$ cat config.mk
export PLATFORM = sky130hd
export DESIGN_NAME = allocation_tracking_table_unit
export DESIGN_NICKNAME = d
export VERILOG_FILES = /design/src/hdl/att_pkg.sv /design/src/hdl/allocation_tracking_table_unit.sv /design/src/hdl/att_ram.sv /design/src/hdl/att_ctrl.sv /design/src/hdl/att_datapath.sv
export SDC_FILE = /design/constraint.sdc
export NUM_CORES = 2
export LEC_CHECK = 0
export BUFFER_PORTS_ARGS = -buffer_cell sky130_fd_sc_hd__buf_2
export CAP_MARGIN = 20
export CORE_AREA = 2 2 655 788
export CTS_BUF_LIST = sky130_fd_sc_hd__clkbuf_4
export DETAILED_ROUTE_END_ITERATION = 10
export DIE_AREA = 0 0 657 790
export GPL_ROUTABILITY_DRIVEN = 0
export SYNTH_ARGS = -nofsm -noshare
export SYNTH_HDL_FRONTEND = slang
export SYNTH_MEMORY_MAX_BITS = 65536
export SYNTH_SLANG_ARGS = --single-unit
$ cat constraint.sdc
create_clock -name clk_i -period 10.8 [get_ports clk_i]
set_input_delay 1.08 -clock clk_i [delete_from_list [all_inputs] [get_ports clk_i]]
set_output_delay 1.08 -clock clk_i [all_outputs]
set_load 0.005 [all_outputs]
$ cat src/hdl/att_pkg.sv
`default_nettype none

package att_pkg;

  localparam int unsigned DEFAULT_SLOT_COUNT = 64;
  localparam int unsigned DEFAULT_ADDR_WIDTH = 32;
  localparam int unsigned DEFAULT_SIZE_WIDTH = 32;

  localparam logic KIND_ALLOC   = 1'b0;
  localparam logic KIND_RELEASE = 1'b1;

  localparam logic [1:0] STATUS_OK      = 2'd0;
  localparam logic [1:0] STATUS_NULL    = 2'd1;
  localparam logic [1:0] STATUS_FULL    = 2'd2;
  localparam logic [1:0] STATUS_MISSING = 2'd3;

  typedef enum logic [1:0] {
    ST_CLEAR,
    ST_IDLE,
    ST_SCAN,
    ST_DONE
  } state_e;

  typedef struct packed {
    logic        kind;
    logic [31:0] address;
    logic [31:0] alloc_size;
  } in_t;

  typedef struct packed {
    logic [1:0]  status;
    logic [5:0]  slot_index;
    logic [31:0] current_bytes;
    logic [31:0] peak_bytes;
    logic [31:0] alloc_total;
    logic [31:0] release_total;
    logic [6:0]  live_slots;
  } out_t;

  typedef struct packed {
    logic take;
    logic clear;
    logic scan;
    logic present;
  } cmd_t;

  typedef struct packed {
    logic clear_last;
    logic in_null;
    logic scan_end;
    logic out_free;
  } sts_t;

endpackage

`default_nettype wire

$ cat src/hdl/allocation_tracking_table_unit.sv
`default_nettype none

// Tracks allocations in a table of SLOT_COUNT slots held in one slot memory with a single
// read port. After reset the table is cleared one slot a cycle with in_stall_o high. A
// request is then handled alone: the memory is walked one slot a cycle from slot 0 and
// the walk stops at the first free slot for an allocate or the first live matching slot
// for a release; a full table or an unknown address walks every slot, and a null
// address skips the walk. The next request is taken while a result still waits in the
// output register.
module allocation_tracking_table_unit #(
  parameter int unsigned SLOT_COUNT = att_pkg::DEFAULT_SLOT_COUNT,
  parameter int unsigned ADDR_WIDTH = att_pkg::DEFAULT_ADDR_WIDTH,
  parameter int unsigned SIZE_WIDTH = att_pkg::DEFAULT_SIZE_WIDTH
) (
  input  wire logic         clk_i,
  input  wire logic         rst_ni,
  input  wire logic         in_valid_i,
  output logic              in_stall_o,
  input  wire att_pkg::in_t in_data_i,
  output logic              out_valid_o,
  input  wire logic         out_stall_i,
  output att_pkg::out_t     out_data_o
);

  att_pkg::cmd_t cmd;
  att_pkg::sts_t sts;

  att_ctrl u_ctrl (
    .clk_i      (clk_i),
    .rst_ni     (rst_ni),
    .in_valid_i (in_valid_i),
    .sts_i      (sts),
    .cmd_o      (cmd)
  );

  att_datapath #(
    .SLOT_COUNT (SLOT_COUNT),
    .ADDR_WIDTH (ADDR_WIDTH),
    .SIZE_WIDTH (SIZE_WIDTH)
  ) u_datapath (
    .clk_i       (clk_i),
    .rst_ni      (rst_ni),
    .cmd_i       (cmd),
    .sts_o       (sts),
    .in_valid_i  (in_valid_i),
    .in_data_i   (in_data_i),
    .out_stall_i (out_stall_i),
    .out_valid_o (out_valid_o),
    .out_data_o  (out_data_o)
  );

  assign in_stall_o = !cmd.take;

endmodule

`default_nettype wire

$ cat src/hdl/att_ram.sv
`default_nettype none

module att_ram #(
  parameter int unsigned WIDTH = 8,
  parameter int unsigned DEPTH = 2
) (
  input  wire logic                                    clk_i,
  input  wire logic                                    wr_en_i,
  input  wire logic [((DEPTH > 1) ? $clog2(DEPTH) : 1)-1:0] wr_addr_i,
  input  wire logic [WIDTH-1:0]                        wr_data_i,
  input  wire logic                                    rd_en_i,
  input  wire logic [((DEPTH > 1) ? $clog2(DEPTH) : 1)-1:0] rd_addr_i,
  output logic      [WIDTH-1:0]                        rd_data_o
);

  logic [WIDTH-1:0] mem_q [DEPTH];

  always_ff @(posedge clk_i) begin
    if (wr_en_i) begin
      mem_q[wr_addr_i] <= wr_data_i;
    end
    if (rd_en_i) begin
      rd_data_o <= mem_q[rd_addr_i];
    end
  end

endmodule

`default_nettype wire

$ cat src/hdl/att_ctrl.sv
`default_nettype none

module att_ctrl (
  input  wire logic          clk_i,
  input  wire logic          rst_ni,
  input  wire logic          in_valid_i,
  input  wire att_pkg::sts_t sts_i,
  output att_pkg::cmd_t      cmd_o
);

  att_pkg::state_e state_q, state_d;

  always_comb begin
    state_d = state_q;
    case (state_q)
      att_pkg::ST_CLEAR: begin
        if (sts_i.clear_last) begin
          state_d = att_pkg::ST_IDLE;
        end
      end
      att_pkg::ST_IDLE: begin
        if (in_valid_i) begin
          state_d = sts_i.in_null ? att_pkg::ST_DONE : att_pkg::ST_SCAN;
        end
      end
      att_pkg::ST_SCAN: begin
        if (sts_i.scan_end) begin
          state_d = att_pkg::ST_DONE;
        end
      end
      att_pkg::ST_DONE: begin
        if (sts_i.out_free) begin
          state_d = att_pkg::ST_IDLE;
        end
      end
      default: begin
        state_d = att_pkg::ST_CLEAR;
      end
    endcase
  end

  always_comb begin
    cmd_o = '0;
    case (state_q)
      att_pkg::ST_CLEAR: cmd_o.clear = 1'b1;
      att_pkg::ST_IDLE:  cmd_o.take = 1'b1;
      att_pkg::ST_SCAN:  cmd_o.scan = 1'b1;
      att_pkg::ST_DONE:  cmd_o.present = sts_i.out_free;
      default:           cmd_o = '0;
    endcase
  end

  always_ff @(posedge clk_i or negedge rst_ni) begin
    if (!rst_ni) begin
      state_q <= att_pkg::ST_CLEAR;
    end else begin
      state_q <= state_d;
    end
  end

  assert property (@(posedge clk_i) disable iff (!rst_ni)
    (state_q == att_pkg::ST_IDLE) && in_valid_i |=> (state_q != att_pkg::ST_IDLE))
    else $error("Accepted request did not leave the idle state.");

  assert property (@(posedge clk_i) disable iff (!rst_ni)
    (state_q == att_pkg::ST_SCAN) && sts_i.scan_end |=> (state_q == att_pkg::ST_DONE))
    else $error("Finished search did not move on to the result.");

  assert property (@(posedge clk_i) disable iff (!rst_ni)
    (state_q == att_pkg::ST_CLEAR) |-> !cmd_o.take)
    else $error("Request taken during the clearing pass.");

endmodule

`default_nettype wire

$ cat src/hdl/att_datapath.sv
`default_nettype none

module att_datapath #(
  parameter int unsigned SLOT_COUNT = att_pkg::DEFAULT_SLOT_COUNT,
  parameter int unsigned ADDR_WIDTH = att_pkg::DEFAULT_ADDR_WIDTH,
  parameter int unsigned SIZE_WIDTH = att_pkg::DEFAULT_SIZE_WIDTH
) (
  input  wire logic          clk_i,
  input  wire logic          rst_ni,
  input  wire att_pkg::cmd_t cmd_i,
  output att_pkg::sts_t      sts_o,
  input  wire logic          in_valid_i,
  input  wire att_pkg::in_t  in_data_i,
  input  wire logic          out_stall_i,
  output logic               out_valid_o,
  output att_pkg::out_t      out_data_o
);

  localparam int unsigned AW = (ADDR_WIDTH < 32) ? ADDR_WIDTH : 32;
  localparam int unsigned SW = (SIZE_WIDTH < 32) ? SIZE_WIDTH : 32;
  localparam int unsigned IW = (SLOT_COUNT > 1) ? $clog2(SLOT_COUNT) : 1;
  localparam int unsigned CW = $clog2(SLOT_COUNT + 1);
  localparam int unsigned WW = 1 + AW + SW;

  logic          kind_q;
  logic [AW-1:0] addr_q;
  logic [SW-1:0] size_q;

  logic [CW-1:0] iss_q, iss_d;
  logic [IW-1:0] chk_q, chk_d;
  logic          chk_vld_q, chk_vld_d;
  logic [CW-1:0] clr_q, clr_d;
  logic [31:0]   alloc_q, alloc_d;
  logic [31:0]   rel_q, rel_d;
  logic [31:0]   total_q, total_d;
  logic [31:0]   peak_q, peak_d;
  logic [CW-1:0] live_q, live_d;
  logic [1:0]    status_q, status_d;
  logic [IW-1:0] index_q, index_d;
  logic          out_valid_q, out_valid_d;
  att_pkg::out_t out_q;

  logic          load;
  logic          issue;
  logic          hit;
  logic          last;
  logic          scan_end;
  logic          out_free;
  logic          wr_en;
  logic [IW-1:0] wr_addr;
  logic [WW-1:0] wr_data;
  logic [WW-1:0] rd_data;
  logic          rd_live;
  logic [AW-1:0] rd_addr;
  logic [SW-1:0] rd_size;
  logic [32:0]   sum;
  logic [31:0]   sum_sat;
  logic [31:0]   rd_size_ext;
  logic [31:0]   diff;

  att_ram #(
    .WIDTH (WW),
    .DEPTH (SLOT_COUNT)
  ) u_slots (
    .clk_i     (clk_i),
    .wr_en_i   (wr_en),
    .wr_addr_i (wr_addr),
    .wr_data_i (wr_data),
    .rd_en_i   (issue),
    .rd_addr_i (iss_q[IW-1:0]),
    .rd_data_o (rd_data)
  );

  assign rd_live = rd_data[WW-1];
  assign rd_addr = rd_data[SW +: AW];
  assign rd_size = rd_data[SW-1:0];

  assign load     = cmd_i.take & in_valid_i;
  assign issue    = cmd_i.scan && (iss_q < CW'(SLOT_COUNT));
  assign hit      = chk_vld_q && ((kind_q == att_pkg::KIND_ALLOC) ? !rd_live
                                  : (rd_live && (rd_addr == addr_q)));
  assign last     = chk_vld_q && (chk_q == IW'(SLOT_COUNT - 1));
  assign scan_end = cmd_i.scan && (hit || last);
  assign out_free = !out_valid_q || !out_stall_i;

  assign sts_o.clear_last = (clr_q == CW'(SLOT_COUNT - 1));
  assign sts_o.in_null    = (in_data_i.address[AW-1:0] == '0);
  assign sts_o.scan_end   = scan_end;
  assign sts_o.out_free   = out_free;

  assign sum         = {1'b0, total_q} + 33'(size_q);
  assign sum_sat     = sum[32] ? '1 : sum[31:0];
  assign rd_size_ext = 32'(rd_size);
  assign diff        = (rd_size_ext >= total_q) ? '0 : (total_q - rd_size_ext);

  always_comb begin
    wr_en   = 1'b0;
    wr_addr = chk_q;
    wr_data = '0;
    if (cmd_i.clear) begin
      wr_en   = 1'b1;
      wr_addr = clr_q[IW-1:0];
    end else if (scan_end && hit) begin
      wr_en = 1'b1;
      if (kind_q == att_pkg::KIND_ALLOC) begin
        wr_data = {1'b1, addr_q, size_q};
      end else begin
        wr_data = {1'b0, {AW{1'b0}}, rd_size};
      end
    end
  end

  always_comb begin
    iss_d     = iss_q;
    chk_d     = chk_q;
    chk_vld_d = issue;
    clr_d     = clr_q;
    alloc_d   = alloc_q;
    rel_d     = rel_q;
    total_d   = total_q;
    peak_d    = peak_q;
    live_d    = live_q;
    status_d  = status_q;
    index_d   = index_q;
    if (cmd_i.clear) begin
      clr_d = clr_q + 1'b1;
    end
    if (load) begin
      iss_d    = '0;
      status_d = att_pkg::STATUS_NULL;
      index_d  = '0;
    end
    if (issue) begin
      iss_d = iss_q + 1'b1;
      chk_d = iss_q[IW-1:0];
    end
    if (scan_end) begin
      if (kind_q == att_pkg::KIND_ALLOC) begin
        alloc_d = alloc_q + 32'd1;
        total_d = sum_sat;
        if (sum_sat > peak_q) begin
          peak_d = sum_sat;
        end
        if (hit) begin
          live_d   = live_q + 1'b1;
          status_d = att_pkg::STATUS_OK;
          index_d  = chk_q;
        end else begin
          status_d = att_pkg::STATUS_FULL;
        end
      end else if (hit) begin
        total_d  = diff;
        rel_d    = rel_q + 32'd1;
        live_d   = live_q - 1'b1;
        status_d = att_pkg::STATUS_OK;
        index_d  = chk_q;
      end else begin
        status_d = att_pkg::STATUS_MISSING;
      end
    end
  end

  always_comb begin
    out_valid_d = out_valid_q;
    if (cmd_i.present) begin
      out_valid_d = 1'b1;
    end else if (!out_stall_i) begin
      out_valid_d = 1'b0;
    end
  end

  always_ff @(posedge clk_i) begin
    if (load) begin
      kind_q <= in_data_i.kind;
      addr_q <= in_data_i.address[AW-1:0];
      size_q <= in_data_i.alloc_size[SW-1:0];
    end
    if (cmd_i.present) begin
      out_q.status        <= status_q;
      out_q.slot_index    <= 6'(index_q);
      out_q.current_bytes <= total_q;
      out_q.peak_bytes    <= peak_q;
      out_q.alloc_total   <= alloc_q;
      out_q.release_total <= rel_q;
      out_q.live_slots    <= 7'(live_q);
    end
    chk_q <= chk_d;
  end

  always_ff @(posedge clk_i or negedge rst_ni) begin
    if (!rst_ni) begin
      iss_q       <= '0;
      chk_vld_q   <= 1'b0;
      clr_q       <= '0;
      alloc_q     <= '0;
      rel_q       <= '0;
      total_q     <= '0;
      peak_q      <= '0;
      live_q      <= '0;
      status_q    <= att_pkg::STATUS_OK;
      index_q     <= '0;
      out_valid_q <= 1'b0;
    end else begin
      iss_q       <= iss_d;
      chk_vld_q   <= chk_vld_d;
      clr_q       <= clr_d;
      alloc_q     <= alloc_d;
      rel_q       <= rel_d;
      total_q     <= total_d;
      peak_q      <= peak_d;
      live_q      <= live_d;
      status_q    <= status_d;
      index_q     <= index_d;
      out_valid_q <= out_valid_d;
    end
  end

  assign out_valid_o = out_valid_q;
  assign out_data_o  = out_q;

  assert property (@(posedge clk_i) disable iff (!rst_ni)
    live_q <= CW'(SLOT_COUNT))
    else $error("Live slot count exceeds the table size.");

  assert property (@(posedge clk_i) disable iff (!rst_ni)
    total_q <= peak_q)
    else $error("Byte total above the recorded peak.");

  assert property (@(posedge clk_i) disable iff (!rst_ni)
    !$stable(alloc_q) |-> $past(scan_end && (kind_q == att_pkg::KIND_ALLOC)))
    else $error("Allocate count moved outside an allocate search.");

  assert property (@(posedge clk_i) disable iff (!rst_ni)
    cmd_i.present |-> out_free)
    else $error("Result loaded over one not yet taken.");

endmodule

`default_nettype wire

## Yosys cells after proc, flatten, opt, wreduce, memory -nomap -nowiden

Memory sizes are Yosys's and may differ from the RTL's. A register that Yosys moved wholly into a read port is not among the register bits.
Index checks and enable logic that the tools add are counted.

- Register bits after elaboration: 375
- Bits in writable memories: 4160
- Input port bits: 69
- Output and inout bits: 145
- Word-level logic and storage cells: 109
- Memories: 1

Memory list:

| name | words | width | rd ports | clocked after Yosys merged registers in | write ports | RTL line | source |
|---|---|---|---|---|---|---|---|
| u_datapath.u_slots.mem_q | 64 | 65 | 1 | 1 | 1 | att_ram.sv:16 | `logic [WIDTH-1:0] mem_q [DEPTH];` |

- Add/sub/neg operators: 8
- $lt $le $gt $ge: 3
- Eq/ne operators: 12
- Multiplexer cells: 38
- Bitwise gates (word level): 2
- Reduce and logical (&&, ||, !) cells: 22

Operator list:

| kind | count |
|---|---|
| 65-bit 2-to-1 mux | 3 |
| 32-bit 2-to-1 mux | 4 |
| 32-bit by 1-bit adder with 32-bit output, second input constant | 2 |
| 7-bit 2-to-1 mux | 5 |
| 32-bit by 32-bit adder with 33-bit output | 1 |
| 32-bit == test | 1 |
| 32-bit >= comparator | 1 |
| 32-bit greater-than comparator | 1 |
| 32-bit zero test | 1 |
| 32-bit subtractor | 1 |
| 6-bit 2-to-1 mux | 4 |
| 7-bit by 1-bit adder with 7-bit output, second input constant | 3 |
| 2-bit 2-to-1 mux | 9 |
| 1-bit 2-to-1 mux | 12 |
| 2-bit case mux with 4 select lines | 1 |
| 7-bit by 6-bit == test with 1-bit output, second input constant | 1 |
| 7-bit less-than comparator, second input constant | 1 |
| 7-bit by 1-bit subtractor with 7-bit output, second input constant | 1 |
| 6-bit == test, second input constant | 1 |
| 1-bit logical AND | 6 |
| 2-bit by 1-bit inequality test with 1-bit output, second input constant | 3 |
| 2-bit inequality test, second input constant | 3 |
| 2-bit AND reduction | 3 |
| 3-bit AND reduction | 2 |
| other kinds (9) | 15 |

## Longest topological paths before layout

- Depth in word-level cells: 11
- Depth in mapped cells: 22
- Gate-level depth less buffers: 19

## Cells and area by module

From an unflattened synthesis, not the netlist that was laid out.

- Cell total of the unflattened synthesis: 8294
- Area, all modules: 178102.1 µm²

Modules (own cells, without submodules):

| module | times used | cells an instance | area each (µm²) |
|---|---|---|---|
| att_ram | 1 | 6606 | 158981.2 |
| att_datapath | 1 | 1669 | 18928.2 |
| att_ctrl | 1 | 18 | 188.9 |
| allocation_tracking_table_unit | 1 | 1 | 3.8 |

## Worst setup path after synthesis

Ideal clock, no wire load.

- Path type: input to register
- Start point: input port out_stall_i
- End point: register u_datapath.out_q, in the netlist u_datapath.out_data_o[0], enable pin
- Setup time: 0.862 ns
- Data arrival time: 11.407 ns
- Path slack: -1.469 ns
- Stages: 1
- Buffers on the path: 0
- Cell sequence: a21boi_0

- Longest elaborated chain between the ends: 3

RTL lines:

| what | RTL line | source |
|---|---|---|
| start: declaration | allocation_tracking_table_unit.sv:21 | `input wire logic out_stall_i,` |
| 1-bit zero test | att_datapath.sv:84 | `assign out_free = !out_valid_q \|\| !out_stall_i;` |
| 1-bit logical OR | att_datapath.sv:84 |  |
| 1-bit 2-to-1 mux | att_ctrl.sv:44 | `case (state_q)` |
| end: declaration | att_datapath.sv:41 | `att_pkg::out_t out_q;` |

Every way passes these cells.
A chain may end at the register's enable or synchronous reset.

## Worst setup path in the final report

- Start point: register u_datapath.addr_q[20]
- End point: memory u_datapath.u_slots.mem_q[20][55] (netlist name), enable pin

- Longest elaborated chain between the ends: 11

RTL lines:

| what | RTL line | source |
|---|---|---|
| start: declaration | att_datapath.sv:26 | `logic [AW-1:0] addr_q;` |
| start signal: assignment | att_datapath.sv:175 | `addr_q <= in_data_i.address[AW-1:0];` |
| 32-bit == test * | att_datapath.sv:81 | `: (rd_live && (rd_addr == addr_q)));` |
| 1-bit logical AND * | att_datapath.sv:81 |  |
| 1-bit 2-to-1 mux * | att_datapath.sv:80 | `assign hit = chk_vld_q && ((kind_q == att_pkg::KIND_ALLOC) ? !rd_live` |
| 1-bit logical AND * | att_datapath.sv:80 |  |
| 1-bit logical OR | att_datapath.sv:83 | `assign scan_end = cmd_i.scan && (hit \|\| last);` |
| 1-bit logical AND | att_datapath.sv:83 |  |
| 1-bit logical AND * | att_datapath.sv:103 | `end else if (scan_end && hit) begin` |
| 1-bit 2-to-1 mux * | att_datapath.sv:103 |  |
| 1-bit 2-to-1 mux * | att_datapath.sv:100 | `if (cmd_i.clear) begin` |
| 1-bit 2-to-1 mux * | att_ram.sv:19 | `if (wr_en_i) begin` |
| 1-bit 2-to-1 mux (implied by the code) * | att_ram.sv:20 | `mem_q[wr_addr_i] <= wr_data_i;` |
| end: declaration | att_ram.sv:16 |  |

Every way passes the cells marked *; elsewhere a longest branch is shown, timed or not.

==> impl_metrics.ini <==
[synthesis]
synthTopCellsByArea = edfxtp_1 (75%), mux4_2 (17%), dfrtp_1 (2.3%)
async_flop_share_pct = 3.50
yosys_warnings = 0
synthCells = 7672
syn_avg_cell_area_sq_um = 23.3
synth_edf_count = 4439
ys_seq_area_share_pct = 77.0
synth-seq-cells = 4600
ys_types = 81
yosysTopAreaCell = edfxtp_1
synth_flop_cell = edfxtp_1
syn_area_sq_um = 178000
synth.top_cell.area_share_pct = 74.7
synth_fp_nets = 7853

[worst_setup_path]
crit_path_end_kind = register
cp.required_ps = 12110
path_max_fanout = 29
path_class = register to register
r2r_setup_slack_ps = 4000
timing.rr.start = u_datapath.addr_q[20]
worstPathArrival_ps = 8110
crit_path_start_kind = register
rr_endpoint = u_datapath.u_slots.mem_q[20][55]
r2r_cells = 11

[global_routing]
grt_pass1_vias = 94000
grt_pass1_wl_um = 707000
grt_antenna_before_repair = 36
grt_max_degree = 144
gr-total-overflow = 0
track_usage_pct = 19.3

[timing]
setup_viol = 0
fin_skew_ps = 194
period_share_pct = 63.0
min_period_ps = 6800
rsz0062_at_grt = false
max-slew-margin-rel_pct = 17.1
max_slew.worst_pin.slew_ps = 1240
hold_violations = 0
maxSlewViolCount = 0
fmaxAchievable_mhz = 147
tns_ps = 0

[min_path]
hold_depth = 2
hp-start = in_data_i[42]
min_to = u_datapath.addr_q[10]
hold_class = primary input to register

[pwr]
peakVddDrop_mv = 0.195
leakage_nw = 71.6
powerDensity_nw_per_um2 = 225

[final_layout]
multi_input_area_sq_um = 40100
final_cell_mix = edfxtp_1 (4,439), clkbuf_4 (1,690), mux4_2 (1,365), buf_4 (228), clkinv_1 (214)
filler_cell_count = 45300
area_growth_pct = 15.0
post-route-util_pct = 40.1
drive_gt1_share_pct = 38.0
mostFrequentLayoutCell = edfxtp_1
seq_area_sq_um = 137000
nets = 9287

[run_status]
status = complete, no violations

[cts]
clkLatencyLatePin_ps = 1780
cts_buffers = 1213
clk_pin_slew_ps = 60
htreeDepth = 7
clock_path_buffers = 5
cts-root-buf = clkbuf_4
clock_sink_count = 4600
post_cts_buffers = 0
cts_resized = 0
tritoncts = yes

[floorplan]
io_pins = 214
dieArea_sq_um = 519000
die_h_um = 790
core_sq_um = 511000
std_cell_rows = 288
start_util_pct = 34.9
die_x_um = 657

[routing]
wire_per_inst_um = 30.2
vias_per_cell = 5.47
postRouteAntennaNets = 0
wl_um = 505000
drt_iter0_drc = 11400
vias = 91300
drt_first_pass_iters = 9
drc_errors = 0

[placed_design]
dpl.hpwl_um = 287000
io_buffers = 213

[run]
cap_violations = 0
cell type report:
class / instances / area share [%]
Tap cell: 6815 / 4.16
Inverter: 97 / 0.181
Antenna cell: 39 / 0.0476
Clock inverter: 261 / 0.717
Timing Repair Buffer: 579 / 2.22
Clock buffer: 1690 / 6.18
Multi-Input combinational cell: 2615 / 19.5
Sequential cell: 4600 / 67.0
cell families (layout without fill, tap and decap cells):
group                      after synthesis  after routing  share of synthesized area, %
DFF                                   4600           4600                          77.0
muxes                                 1426           1426                          17.6
and+or+nand+nor                        585            585                          1.57
buffers and inverters                  457           2627                          1.02
AOI/OAI and AO/OA                      338            338                          1.27
xor gates and xnor gates               154            154                         0.756
adders and majority gates              112            112                         0.798
other                                    0             39                             0
stage by stage:
step / hold slack (ps) / total power (W) / setup WS [ps] / instances / area (sq um)
after floorplan: 423 / 0.0283 / 2310 / 7672 / 178000
after global placement: 435 / 0.0322 / 4240 / 14600 / 190000
after detailed placement: 432 / 0.0322 / 4140 / 14600 / 190000
after CTS: 0.000444 / 0.0466 / 4110 / 16600 / 205000
after global routing: 17.7 / 0.0481 / 3760 / 16700 / 205000
final: 184 / 0.0462 / 4000 / 16700 / 205000
report_power, final:
group / switching [W] / internal (W)
Combinational: 0.00641 / 0.00453
Sequential: 0.000488 / 0.0204
Clock: 0.00682 / 0.00755
Total: 0.0137 / 0.0325
worst max-delay path, cell delays in order, from the launching register on:
cell	delay (ps)
edfxtp_1	410
xor2_1	190
nor4_1	400
nand4_1	380
o41ai_2	890
nand3_2	880
o22ai_1	610
and2_1	220
nand2_1	480
nor2_4	670
buf_4	580
buf_4	620
routing by layer:
| layer | global-route usage [%] | up-vias | share of wire [%] | wire length, um |
|---|---|---|---|---|
| met3 | 4.90 | 721 | 8.9 | 45100 |
| met4 | 7.78 | 6 | 3.4 | 17000 |
| met2 | 31.8 | 5173 | 49 | 250000 |
| met5 | 0 | - | 0.056 | 283 |
| met1 | 24.6 | 49100 | 38 | 192000 |
| li1 | - | 36300 | - | - |
cells in the mapped netlist (4+ instances only):
cell / n
nand3_1: 48
o211ai_1: 10
mux2i_1: 23
a21oi_1: 76
a221o_1: 4
nand2_1: 164
nor2b_1: 7
nor4b_1: 4
a211oi_1: 11
mux2_2: 38
nor2_1: 173
xor2_1: 68
and4_1: 9
dfrtp_1: 161
or3_1: 5
nand4_1: 37
xnor2_1: 86
and3_1: 27
a211o_1: 6
nand2b_1: 13
buf_1: 64
inv_1: 96
ha_1: 109
o21ai_1: 4
nor4_1: 22
buf_2: 63
a21boi_0: 4
clkbuf_1: 228
a31oi_1: 10
mux4_2: 1365
o21ai_0: 77
a21o_1: 44
and2_1: 41
o21a_1: 9
nor3_1: 19
o31ai_1: 7
edfxtp_1: 4439
a221oi_1: 21
o21bai_1: 12
registers in the layout, summed over array words and instances (netlist names):
name and cells:
u_datapath.u_slots.mem_q 4160, u_datapath.out_data_o 143, u_datapath.u_slots.rd_data_o 65, u_datapath.addr_q 32, u_datapath.alloc_q 32, u_datapath.peak_q 32
u_datapath.rel_q 32, u_datapath.size_q 32, u_datapath.total_q 32, u_datapath.clr_q 7, u_datapath.iss_q 7, u_datapath.live_q 7
u_datapath.chk_q 6, u_datapath.index_q 6, u_ctrl.state_q 2, u_datapath.status_q 2, u_datapath.chk_vld_q 1, u_datapath.kind_q 1
u_datapath.out_valid_o 1
worst max path at each step:
stage,startpoint,end,slack (ps),cells after the start
after global placement,u_datapath.addr_q[20],u_datapath.u_slots.mem_q[20][40],4240,11
after CTS,u_datapath.addr_q[20],u_datapath.u_slots.mem_q[12][25],4110,10
after detailed placement,u_datapath.addr_q[20],u_datapath.u_slots.mem_q[20][42],4140,11
after global routing,u_datapath.addr_q[20],u_datapath.u_slots.mem_q[4][9],3760,10
after floorplan,out_stall_i,u_datapath.out_data_o[0],2310,1
final,u_datapath.addr_q[20],u_datapath.u_slots.mem_q[20][55],4000,11
timing repair:
item                                    CTS  global route
endpoints found under the hold margin   172             0
endpoints found under the setup margin    0             0
hold buffers                            104             0
Note: power is estimated with default switching activity, not from simulation.
